File: src/rtl/core/smi_pkg.sv
// ----------------------------------------------------------------------------
// smi_pkg
// Shared types, constants and cofactor operand table for the small matrix
// inverse block.
// ----------------------------------------------------------------------------
package smi_pkg;

   localparam int IN_WIDTH_DEF  = 16;
   localparam int OUT_WIDTH_DEF = 32;
   localparam int FRAC_IN       = 12;
   localparam int FRAC_OUT      = 16;
   localparam int NUM_ELEM      = 9;
   localparam int NUM_ROW       = 3;

   typedef logic [1:0] dim_type;

   localparam dim_type DIM_ONE   = 2'd1;
   localparam dim_type DIM_TWO   = 2'd2;
   localparam dim_type DIM_THREE = 2'd3;

   typedef enum logic [1:0] {
      STATUS_OK        = 2'd0,
      STATUS_SINGULAR  = 2'd1,
      STATUS_SATURATED = 2'd2
   } status_type;

   typedef logic [3:0] idx_type;

   // adjugate entry k = row*3+col is e[op0]*e[op1] - e[op2]*e[op3], e flat row*3+col
   localparam idx_type COF_OP [NUM_ELEM][4] = '{
      '{4'd4, 4'd8, 4'd7, 4'd5},
      '{4'd7, 4'd2, 4'd1, 4'd8},
      '{4'd1, 4'd5, 4'd4, 4'd2},
      '{4'd6, 4'd5, 4'd3, 4'd8},
      '{4'd0, 4'd8, 4'd6, 4'd2},
      '{4'd3, 4'd2, 4'd0, 4'd5},
      '{4'd3, 4'd7, 4'd6, 4'd4},
      '{4'd6, 4'd1, 4'd0, 4'd7},
      '{4'd0, 4'd4, 4'd3, 4'd1}
   };

   typedef struct packed {
      logic    det_neg;
      logic    det_zero;
      dim_type dim;
   } ctl_type;

endpackage

File: src/rtl/core/smi_merge.sv
// ----------------------------------------------------------------------------
// smi_merge
// Merging stage: scales the determinant, saturates lane quotients, masks
// unused entries and builds the status into the output register.
// ----------------------------------------------------------------------------
module smi_merge #(
   parameter int IN_WIDTH  = smi_pkg::IN_WIDTH_DEF,
   parameter int OUT_WIDTH = smi_pkg::OUT_WIDTH_DEF
) (
   input  logic                         clock,
   input  logic                         reset,
   input  logic                         adv,
   input  logic                         in_valid,
   input  smi_pkg::ctl_type             in_ctl,
   input  logic [3*IN_WIDTH+2:0]        in_det_mag,
   input  logic [OUT_WIDTH:0]           in_quot [smi_pkg::NUM_ELEM],
   input  logic                         in_ovf [smi_pkg::NUM_ELEM],
   input  logic                         in_neg [smi_pkg::NUM_ELEM],
   output logic                         out_valid,
   output logic signed [OUT_WIDTH-1:0]  out_det,
   output logic signed [OUT_WIDTH-1:0]  out_inv [smi_pkg::NUM_ELEM],
   output smi_pkg::status_type          out_status
);

   localparam int DW  = 3 * IN_WIDTH + 3;
   localparam int QB  = OUT_WIDTH + 1;
   localparam int DSW = DW + smi_pkg::FRAC_OUT - smi_pkg::FRAC_IN;
   localparam int CMW = ((DSW > QB) ? DSW : QB) + 1;
   localparam int NE  = smi_pkg::NUM_ELEM;
   localparam int NR  = smi_pkg::NUM_ROW;

   logic                        valid_ff;
   logic signed [OUT_WIDTH-1:0] det_ff;
   logic signed [OUT_WIDTH-1:0] det_in;
   logic signed [OUT_WIDTH-1:0] inv_ff [NE];
   logic signed [OUT_WIDTH-1:0] inv_in [NE];
   smi_pkg::status_type         status_ff;
   smi_pkg::status_type         status_in;

   // result bit OUT_WIDTH flags saturation
   function automatic logic [OUT_WIDTH:0] clamp_out(input logic neg,
                                                    input logic [CMW-1:0] mag);
      logic [CMW-1:0]   lim;
      logic [OUT_WIDTH:0] res;
      lim = CMW'(1) << (OUT_WIDTH - 1);
      if (neg) begin
         if (mag > lim) res = {1'b1, OUT_WIDTH'(lim)};
         else           res = {1'b0, OUT_WIDTH'(-mag)};
      end else begin
         if (mag > lim - CMW'(1)) res = {1'b1, OUT_WIDTH'(lim - CMW'(1))};
         else                     res = {1'b0, OUT_WIDTH'(mag)};
      end
      return res;
   endfunction

   always_comb begin
      logic [DSW-1:0]     det_sh;
      logic [OUT_WIDTH:0] res;
      logic [CMW-1:0]     lane_mag;
      logic               sat_any;
      logic               used;
      unique case (in_ctl.dim)
         smi_pkg::DIM_ONE:
            det_sh = DSW'(in_det_mag) << (smi_pkg::FRAC_OUT - smi_pkg::FRAC_IN);
         smi_pkg::DIM_TWO:
            det_sh = DSW'(in_det_mag >> (2 * smi_pkg::FRAC_IN - smi_pkg::FRAC_OUT));
         default:
            det_sh = DSW'(in_det_mag >> (3 * smi_pkg::FRAC_IN - smi_pkg::FRAC_OUT));
      endcase
      res     = clamp_out(in_ctl.det_neg, CMW'(det_sh));
      det_in  = res[OUT_WIDTH-1:0];
      sat_any = res[OUT_WIDTH];
      for (int k = 0; k < NE; k++) begin
         used     = (2'(k / NR) < in_ctl.dim) && (2'(k % NR) < in_ctl.dim);
         lane_mag = in_ovf[k] ? {CMW{1'b1}} : CMW'(in_quot[k]);
         res      = clamp_out(in_neg[k], lane_mag);
         inv_in[k] = used ? res[OUT_WIDTH-1:0] : '0;
         sat_any   = sat_any | (used & res[OUT_WIDTH]);
      end
      if (in_ctl.det_zero) begin
         det_in    = '0;
         for (int k = 0; k < NE; k++) begin
            inv_in[k] = '0;
         end
         status_in = smi_pkg::STATUS_SINGULAR;
      end else if (sat_any) begin
         status_in = smi_pkg::STATUS_SATURATED;
      end else begin
         status_in = smi_pkg::STATUS_OK;
      end
   end

   always_ff @(posedge clock) begin
      if (reset) begin
         valid_ff <= 1'b0;
      end else if (adv) begin
         valid_ff <= in_valid;
      end
   end

   always_ff @(posedge clock) begin
      if (adv) begin
         det_ff    <= det_in;
         inv_ff    <= inv_in;
         status_ff <= status_in;
      end
   end

   assign out_valid  = valid_ff;
   assign out_det    = det_ff;
   assign out_inv    = inv_ff;
   assign out_status = status_ff;

endmodule
File: config.mk
export PLATFORM = sky130hd
export DESIGN_NAME = smi_merge
export DESIGN_NICKNAME = d
export VERILOG_FILES = /design/src/rtl/core/smi_pkg.sv /design/src/rtl/core/smi_merge.sv
export SDC_FILE = /design/constraint.sdc
export NUM_CORES = 1
export LEC_CHECK = 0
export BUFFER_PORTS_ARGS = -buffer_cell sky130_fd_sc_hd__buf_4
export CAP_MARGIN = 20
export CELL_PAD_IN_SITES_DETAIL_PLACEMENT = 0
export CELL_PAD_IN_SITES_GLOBAL_PLACEMENT = 2
export CORE_MARGIN = 8
export CORE_UTILIZATION = 33
export CTS_CLUSTER_SIZE = 8
export DETAILED_ROUTE_END_ITERATION = 6
export HOLD_SLACK_MARGIN = 0.12
export PLACE_DENSITY = 0.85
export SLEW_MARGIN = 20
export SYNTH_ARGS = -nofsm -noshare
export SYNTH_HDL_FRONTEND = slang
export SYNTH_SLANG_ARGS = --single-unit
File: constraint.sdc
create_clock -name clock -period 12.25 [get_ports clock]
set_input_delay 2.45 -clock clock [delete_from_list [all_inputs] [get_ports clock]]
set_output_delay 2.45 -clock clock [all_outputs]
set_load 0.02 [all_outputs]
After elaboration in Yosys (flattened, before gate mapping)

Index checks and enable logic that the tools add are counted.

Logic and storage cells: 121
Output and inout port bits: 323
Register bits: 323

Bitwise operators: 24
$add $sub $neg: 10
Equal/unequal tests: 2
Reductions and logical operators: 9
Muxes and demuxes: 41
Order comparisons: 23

Operators with widths:

| cell                                                                              | number |
|---|---|
| 33-bit two-way mux                                                                | 30 |
| 56-bit by 31-bit greater-than comparator with 1-bit output, second input constant | 9 |
| 56-bit by 32-bit greater-than comparator with 1-bit output, second input constant | 9 |
| 56-bit two-way mux                                                                | 9 |
| 32-bit negator                                                                    | 10 |
| 55-bit case mux with 2 select lines                                               | 1 |
| 55-bit by 31-bit greater-than comparator with 1-bit output, second input constant | 1 |
| 55-bit by 32-bit greater-than comparator with 1-bit output, second input constant | 1 |
| 2-bit OR reduction                                                                | 6 |
| 1-bit AND                                                                         | 9 |
| 1-bit bitwise OR                                                                  | 9 |
| 1-bit inverter                                                                    | 6 |
| 1-bit by 2-bit < comparator with 1-bit output, first input constant               | 2 |
| 1-bit logical AND                                                                 | 3 |
| 2-bit by 1-bit == test with 1-bit output, second input constant                   | 1 |
| 2-bit == test, second input constant                                              | 1 |
| 2-bit < comparator, first input constant                                          | 1 |
| 2-bit two-way mux                                                                 | 1 |

Depth between registers and ports, before layout

Depth after elaboration: 15
Depth in mapped cells: 16

Least setup slack after synthesis

Ideal clock, no wire load.

Path kind: input to register
Start point: input in_ctl[0] (netlist bit)
End point: register status_ff[1], in the netlist out_status[1] (data pin)
Slack: 6426 ps
Stages: 15
Path buffers: 5
Arrival time: 5550 ps
Data required time: 11975 ps
Library setup time: 275 ps
Cells stage by stage: inv_1 -> ha_1 -> buf_2 -> buf_4 -> buf_2 -> buf_2 -> buf_2 -> a31oi_1 -> ha_1 -> and3_1 -> nand4_1 -> or4_1 -> o31ai_4 -> o2bb2ai_1 -> o2111ai_1

Word-level cells in the longest chain between the ends: 15

RTL lines:

| item                                                                                                                                            | RTL line                         | text |
|---|---|---|
| start, declared                                                                                                                                 | smi_merge.sv:14                  | `input smi_pkg::ctl_type in_ctl,` |
| 2-bit == test / 2-bit by 1-bit == test with 1-bit output (equally long branches)                                                                | smi_merge.sv:62                  | `unique case (in_ctl.dim)` |
| 55-bit case mux with 2 select lines                                                                                                             | smi_merge.sv:62                  |  |
| 55-bit by 31-bit greater-than comparator with 1-bit output / 55-bit by 32-bit greater-than comparator with 1-bit output (equally long branches) | smi_merge.sv:50, smi_merge.sv:47 |  |
| 33-bit two-way mux, on equally long branches                                                                                                    | smi_merge.sv:50, smi_merge.sv:47 |  |
| 33-bit two-way mux                                                                                                                              | smi_merge.sv:46                  | `if (neg) begin` |
| 1-bit bitwise OR (8 in series)                                                                                                                  | smi_merge.sv:78                  | `sat_any = sat_any \| (used & res[OUT_WIDTH]);` |
| 1-bit bitwise OR *                                                                                                                              | smi_merge.sv:78                  |  |
| 2-bit two-way mux *                                                                                                                             | smi_merge.sv:86                  | `end else if (sat_any) begin` |
| end signal, assigned                                                                                                                            | smi_merge.sv:105                 | `status_ff <= status_in;` |
| end, declared                                                                                                                                   | smi_merge.sv:37                  | `smi_pkg::status_type status_ff;` |

Every way passes the cells marked *; elsewhere a longest branch is shown, timed or not.
A chain may end at the register's enable or synchronous reset.

Final worst setup path

Start point: input in_ovf[3] (netlist bit)
End point: register inv_ff, in the netlist out_inv[123] (data pin)

Word-level cells in the longest chain between the ends: 4

RTL lines:

| item                                                                                     | RTL line                         | text |
|---|---|---|
| start, declared                                                                          | smi_merge.sv:17                  | `input logic in_ovf [smi_pkg::NUM_ELEM],` |
| 56-bit two-way mux *                                                                     | smi_merge.sv:75                  | `lane_mag = in_ovf[k] ? {CMW{1'b1}} : CMW'(in_quot[k]);` |
| 56-bit by 31-bit greater-than comparator with 1-bit output, or another cell as far along | smi_merge.sv:50                  | `if (mag > lim - CMW'(1)) res = {1'b1, OUT_WIDTH'(lim - CMW'(1))};` |
| 33-bit two-way mux, on equally long branches                                             | smi_merge.sv:50, smi_merge.sv:47 |  |
| 33-bit two-way mux *                                                                     | smi_merge.sv:46                  |  |
| end signal, assigned                                                                     | smi_merge.sv:104                 | `inv_ff <= inv_in;` |
| end, declared                                                                            | smi_merge.sv:35                  | `logic signed [OUT_WIDTH-1:0] inv_ff [NE];` |

Marked as above.

==> flow_summary.json <==
{
  "status": "complete, but fails checks",
  "failed_checks": "design-rule violations",
  "start_util_pct": 33.11,
  "ir_drop_mv": 0.08652,
  "cts-root-buf": "clkbuf_16",
  "grt_pass1_vias": 24767,
  "placed_area_um2": 29410,
  "crit_top_cell": "nor2_1",
  "post-cts-setup-buffer-count": 0,
  "fin_crit_ps": 6037,
  "critical-path-max-stage-delay_ps": 970,
  "hold-path-cell-count": 2,
  "cts_tree": "built",
  "crit_fanout": 20,
  "period_share_pct": 49.28,
  "r2r_cells": 2,
  "hold_path.class": "reg -> reg",
  "final_cells": 4395,
  "antenna_found_initial": 36,
  "placed_cells": 4288,
  "wl_per_cell_um": 25.48,
  "worstMarginPinSlew_ps": 1160,
  "cts_made_buffers": 49,
  "fillers": 7123,
  "r2r-end": "out_valid",
  "crit_chain": "buf_4, or2_2, inv_1, ha_1, nor4b_1, nand4_1, nor4_1, nor2_1, o211a_1, o21a_1, nor2_1",
  "worstPathArrival_ps": 6470,
  "cts_resized": 0,
  "fp.dieW_um": 283.1,
  "crit_buf_inv": 2,
  "numPortBuffers": 696,
  "finalSetupViolations": 0,
  "die-area_um2": 80160,
  "end_kind": "flop",
  "cts_sinks": 323,
  "synthTopCellsByArea": "edfxtp_1, a21oi_1, o21ai_0",
  "yosys_most_used_dff": "edfxtp_1",
  "hold_viol": 0,
  "synth_top_area_share_pct": 41.06,
  "grt_pass1_wl_mm": 165.0,
  "yosys_register_bits": 323,
  "clk_pin_slew_ps": 50,
  "min_from": "out_valid",
  "synthToLayoutAreaGrowth_pct": 31.30,
  "drive_gt1_share_pct": 26.00,
  "crit_type": "in -> reg",
  "remaining_drc_errors": 2,
  "clock_latency_ps": 580,
  "holdBufCountCts": 0,
  "die_h_um": 283.1,
  "vias_per_cell": 5.836,
  "leakage_uw": 0.01121,
  "place_congestion": 0.9165,
  "clock_path_buffers": 3,
  "first_pass_iters": 7,
  "slowest_stage": "nor4_1",
  "htree_levels": 2,
  "mostFrequentLayoutCell": "buf_4",
  "synth_edf_count": 322,
  "max_clock_freq_mhz": 165.6,
  "synth_warnings": 0,
  "syn_nets": 3205,
  "drt-total-wl_mm": 112.0,
  "drv_slew": 0,
  "drt_iter0_markers": 2637,
  "seq_area_frac_synth_pct": 41.15,
  "regArea_um2": 9689,
  "tns_ps": 0,
  "synth_area_um2": 23550,
  "maxSlewHeadroom_pct": 22.40,
  "min_to": "out_valid",
  "overflow": 0,
  "power.density_nw_per_um2": 111.1,
  "grt_start_max_net_pins": 105,
  "antenna_left": 0,
  "grt.total_usage_pct": 26.26,
  "synth_cells": 2807,
  "cp_top_family": "simple AND/OR/NAND/NOR gates",
  "dp_hpwl_mm": 84.31,
  "critPathLaunchType": "input port",
  "post-route-cell-area_um2": 30920,
  "clock_skew_ps": 0,
  "reg2reg_slack_ps": 11670,
  "cp_data_required_time_ps": 12680,
  "rsz0062_at_grt": "false",
  "vias": 25650,
  "yosysTopAreaCell": "edfxtp_1",
  "nets": 3789,
  "io_pins": 697,
  "async_flop_share_pct": 0,
  "final_cell_mix": "buf_4, nor2_1, edfxtp_1",
  "multiInputGateArea_um2": 12920,
  "core_area_um2": 71120,
  "ys_types": 88,
  "r2r-start": "out_valid",
  "num_rows": 98,
  "maxCapViolations": 0,
  "avgSynthCellArea_um2": 8.388
}
-- cell usage after synthesis (32+ instances only) --
master    number
a21oi_1      316
a31oi_1       87
clkbuf_1     154
edfxtp_1     322
inv_1         54
nand2_1      225
nand3_1       75
nand4_1       40
nor2_1       349
nor3_1       146
nor4_1        61
o21ai_0      276
or2_2         32
or3_1         57
-- per-stage QoR --
stage          setup slack (ps)  total power, uW  hold WS [ps]  util, %
2_1_floorplan              6426             1743         578.8        -
3_3_place_gp               5815             2168         475.3    41.35
3_5_place_dp               5677             2171         489.5    41.36
4_1_cts                    6313             3467         500.8    43.29
5_1_grt                    5947             3562         532.8    43.46
6_report                   6213             3436         496.0    43.47
-- area by class of cell --
type | count | area share (%)
flip-flops and latches | 323 | 31.34
well taps | 950 | 3.845
multi-input cells | 2238 | 41.80
inverters | 56 | 0.6799
clock buffers | 64 | 4.318
clock inverters | 7 | 0.1295
repair buffers | 723 | 17.61
diodes | 34 | 0.2752
-- how the worst max path moves through the flow --
stage | end | cells past startpoint | startpoint | slack (ps)
detailed placement | out_det[8] | 10 | in_ctl[1] | 5680
global placement | out_status[1] | 11 | in_ovf[0] | 5820
floorplan | out_status[1] | 15 | in_ctl[0] | 6430
global route | out_inv[119] | 11 | in_ovf[3] | 5950
finish | out_inv[123] | 11 | in_ovf[3] | 6210
CTS | out_det[8] | 10 | in_ctl[1] | 6310
-- flip-flops by register name, summed over array words and instances (netlist names) --
name	flops
out_inv	288
out_det	32
out_status	2
out_valid	1
-- where the power goes --
| group | leakage [uW] | total [uW] | switching, uW | internal [uW] |
|---|---|---|---|---|
| sequential | 0.00309 | 1350 | 40.1 | 1310 |
| combinational | 0.00745 | 806 | 512 | 294 |
| clock | 0.000674 | 1280 | 529 | 749 |
| total | 0.0112 | 3440 | 1080 | 2350 |
-- tightest hold or removal path, cell delays in order, from the launching register on --
cell and delay, ps:
dfxtp_1 320, mux2i_1 60, nor2_1 80
-- cell families after synthesis --
family | count (synthesis) | synth area share, %
fa+ha+maj | 24 | 1.275
mux | 30 | 1.312
compound gates | 953 | 24.76
xor+xnor | 45 | 1.674
buf+inv | 246 | 4.203
flops | 323 | 41.15
simple gates | 1186 | 25.62
-- per-layer routing --
layer  global-route usage, %  up-vias  wire length, um
li1                        -    11906                -
met3                   6.211      164             8457
met1                   32.02    12477            44530
met5                       0        -                0
met4                   10.16        0             3315
met2                   44.60     1103            55690
Power figures use the tool's default switching activity.
